===== src/hrhp_pkg.sv =====
// shared types, constants and character tables for the http request header parser
// no dependencies; imported by the step logic and the top level
package hrhp_pkg;

    localparam int LEN_W       = 32;
    localparam int CL_OUT_W    = 32;
    localparam int POS_W       = 4;
    localparam int NUM_METH    = 5;
    localparam int VERSION_LEN = 8;
    localparam int CL_NAME_LEN = 14;
    localparam int OUT_DATA_W  = 48;

    localparam logic [POS_W-1:0] POS_MAX = '1;

    localparam logic [2:0] METH_UNSUP = 3'd5;

    localparam logic [7:0] CH_SP    = 8'h20;
    localparam logic [7:0] CH_CR    = 8'h0d;
    localparam logic [7:0] CH_LF    = 8'h0a;
    localparam logic [7:0] CH_COLON = 8'h3a;
    localparam logic [7:0] CH_ZERO  = 8'h30;
    localparam logic [7:0] CH_NINE  = 8'h39;

    localparam logic [63:0]  VERSION_TEXT = "HTTP/1.1";
    localparam logic [111:0] CL_NAME_TEXT = "Content-Length";

    typedef enum logic [1:0] {
        KIND_URI     = 2'd0,
        KIND_URI_END = 2'd1,
        KIND_SUMMARY = 2'd2
    } t_kind;

    typedef enum logic [7:0] {
        PH_METHOD  = 8'b0000_0001,
        PH_URI     = 8'b0000_0010,
        PH_VERSION = 8'b0000_0100,
        PH_TAIL    = 8'b0000_1000,
        PH_HNAME   = 8'b0001_0000,
        PH_HLEAD   = 8'b0010_0000,
        PH_HVALUE  = 8'b0100_0000,
        PH_DONE    = 8'b1000_0000
    } t_phase;

    typedef struct packed {
        t_phase               phase;
        logic [POS_W-1:0]     pos;
        logic [NUM_METH-1:0]  cand;
        logic                 vbad;
        logic                 nmatch;
        logic [LEN_W-1:0]     len;
        logic                 lfound;
        logic                 plf;
        logic [2:0]           mres;
    } t_state;

    typedef struct packed {
        logic                valid;
        t_kind               kind;
        logic [7:0]          uri_byte;
        logic [2:0]          method_code;
        logic [CL_OUT_W-1:0] length_out;
        logic                length_seen;
    } t_result;

    localparam t_state STATE_RESET = '{
        phase:  PH_METHOD,
        pos:    '0,
        cand:   '1,
        vbad:   1'b0,
        nmatch: 1'b1,
        len:    '0,
        lfound: 1'b0,
        plf:    1'b0,
        mres:   METH_UNSUP
    };

    function automatic logic [POS_W-1:0] method_len(input int m);
        logic [POS_W-1:0] l;
        case (m)
            0:       l = POS_W'(3);
            1:       l = POS_W'(4);
            2:       l = POS_W'(3);
            3:       l = POS_W'(6);
            default: l = POS_W'(4);
        endcase
        return l;
    endfunction

    // method text is left-justified in six characters
    function automatic logic [7:0] meth_char(input int m, input logic [POS_W-1:0] p);
        logic [47:0] txt;
        logic [47:0] sh;
        case (m)
            0:       txt = {"GET", 24'h0};
            1:       txt = {"POST", 16'h0};
            2:       txt = {"PUT", 24'h0};
            3:       txt = "DELETE";
            default: txt = {"HEAD", 16'h0};
        endcase
        sh = (p < POS_W'(6)) ? (txt >> (8 * (5 - int'(p)))) : '0;
        return sh[7:0];
    endfunction

    function automatic logic [7:0] version_char(input logic [POS_W-1:0] p);
        logic [63:0] sh;
        sh = (p < POS_W'(VERSION_LEN)) ?
             (VERSION_TEXT >> (8 * (VERSION_LEN - 1 - int'(p)))) : '0;
        return sh[7:0];
    endfunction

    function automatic logic [7:0] cl_char(input logic [POS_W-1:0] p);
        logic [111:0] sh;
        sh = (p < POS_W'(CL_NAME_LEN)) ?
             (CL_NAME_TEXT >> (8 * (CL_NAME_LEN - 1 - int'(p)))) : '0;
        return sh[7:0];
    endfunction

endpackage


===== src/hrhp_step.sv =====
// per-byte parser update: next state and the optional result word for one byte
// depends on hrhp_pkg
module hrhp_step (
    input  hrhp_pkg::t_state  i_state,
    input  logic [7:0]        i_byte,
    input  logic              i_start,
    output hrhp_pkg::t_state  o_state,
    output hrhp_pkg::t_result o_result
);
    import hrhp_pkg::*;

    t_state             s;
    t_state             n;
    t_result            res;
    logic [LEN_W+3:0]   wide;
    logic [LEN_W+31:0]  len_ext;
    logic               is_digit;

    function automatic t_state start_line(input t_state st);
        t_state r;
        r        = st;
        r.phase  = PH_HNAME;
        r.pos    = '0;
        r.nmatch = 1'b1;
        r.plf    = 1'b1;
        return r;
    endfunction

    function automatic logic [POS_W-1:0] bump(input logic [POS_W-1:0] p);
        return (p == POS_MAX) ? p : p + POS_W'(1);
    endfunction

    assign s        = i_start ? STATE_RESET : i_state;
    assign is_digit = (i_byte >= CH_ZERO) && (i_byte <= CH_NINE);
    // value*10 + digit with four guard bits for the saturation test
    assign wide     = ({4'b0, s.len} << 3) + ({4'b0, s.len} << 1)
                    + {{LEN_W{1'b0}}, i_byte[3:0]};
    assign len_ext  = {32'b0, s.len};

    always_comb begin
        n   = s;
        res = '0;
        res.kind = KIND_URI;
        unique case (s.phase) inside
            PH_METHOD: begin
                if (i_byte == CH_SP) begin
                    n.mres = METH_UNSUP;
                    // lowest surviving candidate wins
                    for (int i = NUM_METH - 1; i >= 0; i--) begin
                        if (s.cand[i] && s.pos >= method_len(i)) begin
                            n.mres = 3'(i);
                        end
                    end
                    n.phase = PH_URI;
                    n.pos   = '0;
                end else begin
                    for (int i = 0; i < NUM_METH; i++) begin
                        if (s.pos < method_len(i) && i_byte != meth_char(i, s.pos)) begin
                            n.cand[i] = 1'b0;
                        end
                    end
                    n.pos = bump(s.pos);
                end
            end
            PH_URI: begin
                res.valid = 1'b1;
                if (i_byte == CH_SP) begin
                    n.phase  = PH_VERSION;
                    n.pos    = '0;
                    n.vbad   = 1'b0;
                    res.kind = KIND_URI_END;
                end else begin
                    res.uri_byte = i_byte;
                end
            end
            PH_VERSION: begin
                if (i_byte == CH_CR || i_byte == CH_LF) begin
                    if (s.vbad || s.pos != POS_W'(VERSION_LEN)) begin
                        n.mres = METH_UNSUP;
                    end
                    if (i_byte == CH_LF) begin
                        n = start_line(n);
                    end else begin
                        n.phase = PH_TAIL;
                    end
                end else begin
                    if (s.pos >= POS_W'(VERSION_LEN) || i_byte != version_char(s.pos)) begin
                        n.vbad = 1'b1;
                    end
                    n.pos = bump(s.pos);
                end
            end
            PH_TAIL: begin
                if (i_byte == CH_LF) begin
                    n = start_line(s);
                end
            end
            PH_HNAME: begin
                if (i_byte == CH_LF) begin
                    if (s.plf) begin
                        n.phase         = PH_DONE;
                        res.valid       = 1'b1;
                        res.kind        = KIND_SUMMARY;
                        res.method_code = s.mres;
                        res.length_out  = len_ext[CL_OUT_W-1:0];
                        res.length_seen = s.lfound;
                    end else begin
                        n = start_line(s);
                    end
                end else if (i_byte == CH_CR) begin
                    if (!s.plf) begin
                        n.phase = PH_TAIL;
                    end
                end else begin
                    n.plf = 1'b0;
                    if (i_byte == CH_COLON || i_byte == CH_SP) begin
                        if (s.nmatch && s.pos == POS_W'(CL_NAME_LEN) && !s.lfound) begin
                            n.lfound = 1'b1;
                            n.len    = '0;
                            n.phase  = PH_HLEAD;
                        end else begin
                            n.phase = PH_TAIL;
                        end
                    end else begin
                        if (s.pos >= POS_W'(CL_NAME_LEN) || i_byte != cl_char(s.pos)) begin
                            n.nmatch = 1'b0;
                        end
                        n.pos = bump(s.pos);
                    end
                end
            end
            PH_HLEAD, PH_HVALUE: begin
                if (i_byte == CH_LF) begin
                    n = start_line(s);
                end else if (i_byte == CH_SP && s.phase == PH_HLEAD) begin
                    n = s;
                end else if (is_digit) begin
                    n.len   = (|wide[LEN_W+3:LEN_W]) ? '1 : wide[LEN_W-1:0];
                    n.phase = PH_HVALUE;
                end else begin
                    n.phase = PH_TAIL;
                end
            end
            PH_DONE: begin
                n = s;
            end
            default: begin
                n = s;
            end
        endcase
    end

    assign o_state  = n;
    assign o_result = res;

endmodule


===== src/http_request_header_parser.sv =====
// http request header parser: takes one request byte per word and gives uri bytes,
// a uri end marker and at most one header summary per request. Throughput is one byte per
// clock; a result word is registered first in the input register, then in the result
// register. Back pressure on the result side holds the pipeline, while the input register
// still takes a word if it is empty.
// depends on hrhp_pkg and hrhp_step
module http_request_header_parser (
    input  logic        i_clk,
    input  logic        i_rst_n,
    input  logic        s_axis_tvalid,
    output logic        s_axis_tready,
    input  logic [7:0]  s_axis_tdata,  // data_byte
    input  logic [0:0]  s_axis_tuser,  // start_req
    output logic        m_axis_tvalid,
    input  logic        m_axis_tready,
    // uri_byte[7:0], method_code[10:8], length value[42:11], length_seen[43], zero fill
    output logic [hrhp_pkg::OUT_DATA_W-1:0] m_axis_tdata,
    output logic [1:0]  m_axis_tuser   // out_kind
);
    import hrhp_pkg::*;

    logic       r_in_valid;
    logic [7:0] r_in_byte;
    logic       r_in_start;
    t_state     r_state;
    t_state     n_state;
    t_result    n_result;
    logic       r_out_valid;
    t_kind      r_out_kind;
    logic [OUT_DATA_W-1:0] r_out_data;
    logic       adv;

    assign adv           = !r_out_valid || m_axis_tready;
    assign s_axis_tready = !r_in_valid || adv;

    hrhp_step u_step (
        .i_state  (r_state),
        .i_byte   (r_in_byte),
        .i_start  (r_in_start),
        .o_state  (n_state),
        .o_result (n_result)
    );

    always_ff @(posedge i_clk) begin
        if (!i_rst_n) begin
            r_in_valid  <= 1'b0;
            r_out_valid <= 1'b0;
            r_state     <= STATE_RESET;
        end else begin
            if (s_axis_tready) begin
                r_in_valid <= s_axis_tvalid;
            end
            if (adv) begin
                r_out_valid <= r_in_valid && n_result.valid;
            end
            if (r_in_valid && adv) begin
                r_state <= n_state;
            end
        end
    end

    always_ff @(posedge i_clk) begin
        if (s_axis_tready && s_axis_tvalid) begin
            r_in_byte  <= s_axis_tdata;
            r_in_start <= s_axis_tuser[0];
        end
        if (adv && r_in_valid) begin
            r_out_kind <= n_result.kind;
            r_out_data <= {4'b0, n_result.length_seen, n_result.length_out,
                           n_result.method_code, n_result.uri_byte};
        end
    end

    assign m_axis_tvalid = r_out_valid;
    assign m_axis_tdata  = r_out_data;
    assign m_axis_tuser  = r_out_kind;

endmodule


===== config.mk =====
export PLATFORM = sky130hd
export DESIGN_NAME = http_request_header_parser
export DESIGN_NICKNAME = d
export VERILOG_FILES = /design/src/hrhp_pkg.sv /design/src/hrhp_step.sv /design/src/http_request_header_parser.sv
export SDC_FILE = /design/constraint.sdc
export NUM_CORES = 1
export LEC_CHECK = 0
export ABC_AREA = 1
export BUFFER_PORTS_ARGS = -buffer_cell sky130_fd_sc_hd__buf_2
export CORE_ASPECT_RATIO = 1.2
export CORE_MARGIN = 2
export CORE_UTILIZATION = 49
export DETAILED_ROUTE_END_ITERATION = 8
export GPL_ROUTABILITY_DRIVEN = 0
export PLACE_DENSITY = 0.64
export SLEW_MARGIN = 5
export SYNTH_ARGS = -nofsm -noshare
export SYNTH_HDL_FRONTEND = slang
export SYNTH_HIERARCHICAL = 1
export SYNTH_SLANG_ARGS = --single-unit

===== constraint.sdc =====
create_clock -name i_clk -period 5.8 [get_ports i_clk]
set_clock_uncertainty 0.2 [all_clocks]
set_input_delay 0.58 -clock i_clk [delete_from_list [all_inputs] [get_ports i_clk]]
set_output_delay 0.58 -clock i_clk [all_outputs]
set_load 0.005 [all_outputs]

==> Word-level counts from Yosys, hierarchy flattened <==
Cells that the tools add are included.
{ "totals": {"reg_bits": 113, "wordCells": 184} }
{ "classes": {"addsub": 6, "n_lt_le_gt_ge": 13, "bitwise": 1, "n_mux": 89, "n_reduce_logical": 31, "n_shift": 7, "eq_ne": 21} }
{ "op_table": {"columns": ["cell", "n"], "rows": [
  ["48-bit two-way mux", 12],
  ["48-bit by 32-bit >> shifter with 8-bit output", 5],
  ["56-bit two-way mux", 3],
  ["35-bit case mux with 4 select lines", 1],
  ["8-bit two-way mux", 14],
  ["111-bit by 32-bit >> shifter with 8-bit output (first input constant)", 1],
  ["32-bit two-way mux", 3],
  ["12-bit case mux with 6 select lines", 1],
  ["35-bit two-way mux", 2],
  ["4-bit two-way mux", 17],
  ["33-bit two-way mux", 2],
  ["63-bit by 32-bit >> shifter with 8-bit output (first input constant)", 1],
  ["8-bit inequality test", 7],
  ["38-bit two-way mux", 1],
  ["35-bit by 33-bit adder with 36-bit output", 1],
  ["36-bit by 4-bit adder with 36-bit output", 1],
  ["3-bit two-way mux", 9],
  ["5-bit case mux with 5 select lines", 1],
  ["8-bit by 4-bit equality test with 1-bit output (second input constant)", 3],
  ["8-bit by 6-bit equality test with 1-bit output (second input constant)", 3],
  ["12-bit two-way mux", 2],
  ["1-bit logical AND", 17],
  ["5-bit two-way mux", 3],
  ["3-bit case mux with 5 select lines", 1],
  ["other kinds (28)", 57]
]} }

==> Depth between registers and ports, before layout <==
{ "logic_depth": {"word_depth": 12, "mapped_depth": 32, "mapped_depth_nobuf": 28} }

==> By module <==
The synthesis kept the hierarchy.
{ "by_module_without_submodules": {"columns": ["mod", "seq_area_each_um2", "instances", "area_per_inst_um2", "cells_each"], "rows": [
  ["hrhp_step", 0.0, 1, 6308.6, 1224],
  ["http_request_header_parser", 2812.7, 1, 4384.2, 421]
]} }

==> Worst setup path after synthesis <==
No wires, ideal clock.
{ "synth_timing": {"path_type": "flip-flop to flip-flop", "startpoint": "register r_in_start", "endpoint": "register r_state[20] in the netlist's numbering", "path_stages_with_launch": 32, "n_path_buf": 4, "setup_slack_ns": 1.761, "t_arrival_ns": 3.726, "synth_period_minus_slack_ns": 4.039, "t_required_ns": 5.487, "cell_sequence": "edfxtp_1 buf_6 inv_4 buf_1 buf_1 nand2_1 inv_1 ha_1 ha_1 inv_1 fa_1 inv_1 nand2_1 nand2_1 nand3_1 nand2_1 nand2_1 nand2_2 nand2_1 nand3_1 nand2_2 nor2_8 nand2_4 nor2_4 buf_6 nand2_1 nand2_1 nand3_1 inv_1 nand3_1 nand2_1 nor2_1"} }
{ "synth_lines": {"columns": ["item", "line_no", "text"], "rows": [
  ["from (decl)", "http_request_header_parser.sv:24", "logic r_in_start;"],
  ["from (signal assigned)", "http_request_header_parser.sv:65", "r_in_start <= s_axis_tuser[0];"],
  ["to (signal assigned)", "http_request_header_parser.sv:57", "r_state <= n_state;"],
  ["to (decl)", "http_request_header_parser.sv:25", "t_state r_state;"]
]} }

==> out/metrics.cfg <==
[detailed_routing]
routedWlPerCell_um = 16.0
drt_iter0_markers = 767
drc_errors = 1
antenna_left = 0
vias = 10675
drt-total-wl_um = 31300
first_pass_iters = 9
vias_per_cell = 5.46

[yosys]
async_flop_share_pct = 0
yosys.area.top_type = nand2_1
synth_top_area_share_pct = 16.5
synth_cell_types = 61
synth_top_flop_cell = dfxtp_1
netlist_top_cells_count = 469 x nand2_1, 204 x inv_1, 188 x nor2_1
yosysWarnings = 6
ys_ff_latch = 113
synth_area_leaders = nand2_1 16%, edfxtp_1 15%, dfxtp_1 11%, ha_1 7.8%, inv_1 7.2%
yosysMostFrequentCell = nand2_1
synth_area_um2 = 10700
syn_area_per_cell_um2 = 6.50
yosysSeqAreaShare_pct = 26.3
synthCells = 1645
synth_edf_count = 55

[critical_path]
worstReg2RegEnd = r_state[25]
crit_path_max_fanout = 46
crit_family = simple AND/OR/NAND/NOR gates
reg2reg_from = r_in_start
slowest_stage = fa_1
worst_path_largest_cell_delay_ns = 0.45
ff2ff_path_depth = 27
crit_buf_inv = 6
path_common_cell = nand2_1
rrSetupSlack_ns = 1.09
startpoint_type = flop
crit_arrival_ns = 4.82
criticalPathCategory = reg2reg
crit_required_ns = 5.91
cp-end-kind = flop

[sta]
tightest_slew_ns = 1.17
setup_tns_ns = 0
finalSetupViolCount = 0
post-route-period-util_pct = 81.1
fin_crit_ns = 4.71
worst_hold_slack_ns = 0.131
hold_viol = 0
rsz0062_at_grt = no
slew_headroom_pct = 22.2
slew_violations = 0
fmax_mhz = 212

[power_and_ir_drop]
vdd_ir_drop_max_uv = 167
comb_power_share_pct = 17.7
power.share.switching_pct = 31.1
power.leakage_nw = 5.84
internal-power_mw = 1.62
p_switching_mw = 0.731
clockPowerShare_pct = 43.4
power.total_mw = 2.35
power_frac_seq_pct = 38.9
power_density_nw_per_um2 = 204

[cts]
cts_tree = yes
cts_buffer_depth = 2
postCtsHoldBufs = 0
clk_pin_slew_worst_paths_ns = 0.06
root_buffer = clkbuf_16
cts_resized = 0
htree_levels = 4
post_cts_buffers = 0
clock-sinks = 113
clock_latency_ns = 0.43
numCtsBuffers = 17

[place]
dpl-instance-area_um2 = 11000
portBuffers = 60
dp_hpwl_um = 23100

[floorplanning]
coreArea_um2 = 21600
start_util_pct = 49.6
rows = 59
io_pins = 65
design.die.area_um2 = 23000
die_y_um = 166
die_w_um = 139

[finish]
drive_above_1_share_pct = 13.4
fillers = 2214
final_util_pct = 53.6
syn2layout_area_growth_pct = 8.07
fin_area_um2 = 11600
nets = 1749
num_antenna_cells = 0

[job]
cap_violations = 0

[global_routing]
grt_pass1_wl_um = 50500
grt_usage_pct = 26.8
antenna_found_initial = 0
grt_max_degree = 85
grt_pass1_vias = 10018
grt_overflow_total = 0

[status]
failed_checks = design-rule violations
outcome = complete, but fails checks

[min_path]
min_to = r_in_byte[0]
holdCritPathClass = in2reg
min_path_cells = 1
hold_path.startpoint = s_axis_tdata[0]

## worst register-to-register path, cell delays in order, from the launching register on
cell      delay (ns)
edfxtp_1        0.43
inv_4           0.44
nand2_1         0.34
xor2_1          0.21
inv_1           0.06
ha_1            0.29
inv_1           0.06
fa_1            0.45
inv_1           0.07
nand2_1         0.04
nand2_1         0.12
nand3_1         0.09
nand2_1         0.13
nand2_1         0.09
nand2_2         0.11
nand2_1         0.09
nand3_2         0.07
nand2_2         0.09
nor2_8          0.16
nand2_4         0.10
nor2_4          0.30
inv_2           0.17
o21ai_1         0.17
nand2_1         0.07
inv_1           0.05
nand3_1         0.07
nand2_1         0.10
nor2_1          0.05
## flip-flops by register name, summed over array words and instances (netlist names)
register	count
r_in_start	1
r_in_valid	1
r_in_byte	8
r_state	56
m_axis_tdata	44
m_axis_tvalid	1
m_axis_tuser	2
## stage by stage
step / worst slack [ns] / cells
after detailed placement: 1.22 / 1923
after floorplan: 1.76 / 1648
after CTS: 1.19 / 1955
after global placement: 1.35 / 1923
final: 1.09 / 1955
after global routing: 0.744 / 1955
## worst max-delay path by stage
stage                     from  cells after the start          end
CTS                 r_in_start                     27   r_state[5]
detailed placement  r_in_start                     27  r_state[18]
global placement    r_in_start                     27  r_state[26]
finish              r_in_start                     27  r_state[25]
floorplan           r_in_start                     31  r_state[20]
global route        r_in_start                     27   r_state[9]
## final cells by class
| class | instances | area (um^2) | area share (%) |
|---|---|---|---|
| clock buffer | 20 | 478 | 4.14 |
| sequential | 113 | 2820 | 24.4 |
| tap | 274 | 343 | 2.97 |
| clock inverter | 12 | 91.3 | 0.790 |
| inverter | 230 | 868 | 7.51 |
| timing repair buffer | 67 | 353 | 3.05 |
| multi-input combinational | 1239 | 6610 | 57.2 |
## cell usage in the layout (no fill, tap or decap), types with 13 or more instances in the layout
master,instances
a21oi_1,96
buf_2,60
edfxtp_1,55
xnor2_1,16
ha_1,67
xor2_1,27
nand3_1,141
nor2_1,188
nand2_2,21
o21ai_0,34
nand2_1,469
inv_1,203
clkbuf_16,18
o21ai_1,13
a21oi_2,40
nor3_1,16
inv_2,21
dfxtp_1,57
nand4_1,18
## power groups by stage
stage / clock [mW] / sequential [mW] / combinational, mW
after floorplan: 0 / 0.915 / 0.330
after global placement: 0 / 0.931 / 0.407
after detailed placement: 0 / 0.931 / 0.411
after CTS: 1.03 / 0.915 / 0.413
after global routing: 1.07 / 0.921 / 0.465
final: 1.02 / 0.915 / 0.417
## cells by family after synthesis
group / synth area share, %
simple gates: 36.6
compound gates: 13.1
other cells: 0.0351
flops: 26.3
buf+inv: 12.1
fa+ha+maj: 8.03
xor+xnor: 3.83
## layer usage
| layer | track usage, % | wire (um) |
|---|---|---|
| met1 | 33.1 | 13500 |
| met2 | 46.6 | 15300 |
| met3 | 3.66 | 1290 |
| met4 | 11.5 | 1270 |
| met5 | 0 | 0 |
Note: power is estimated with default switching activity, not from simulation.
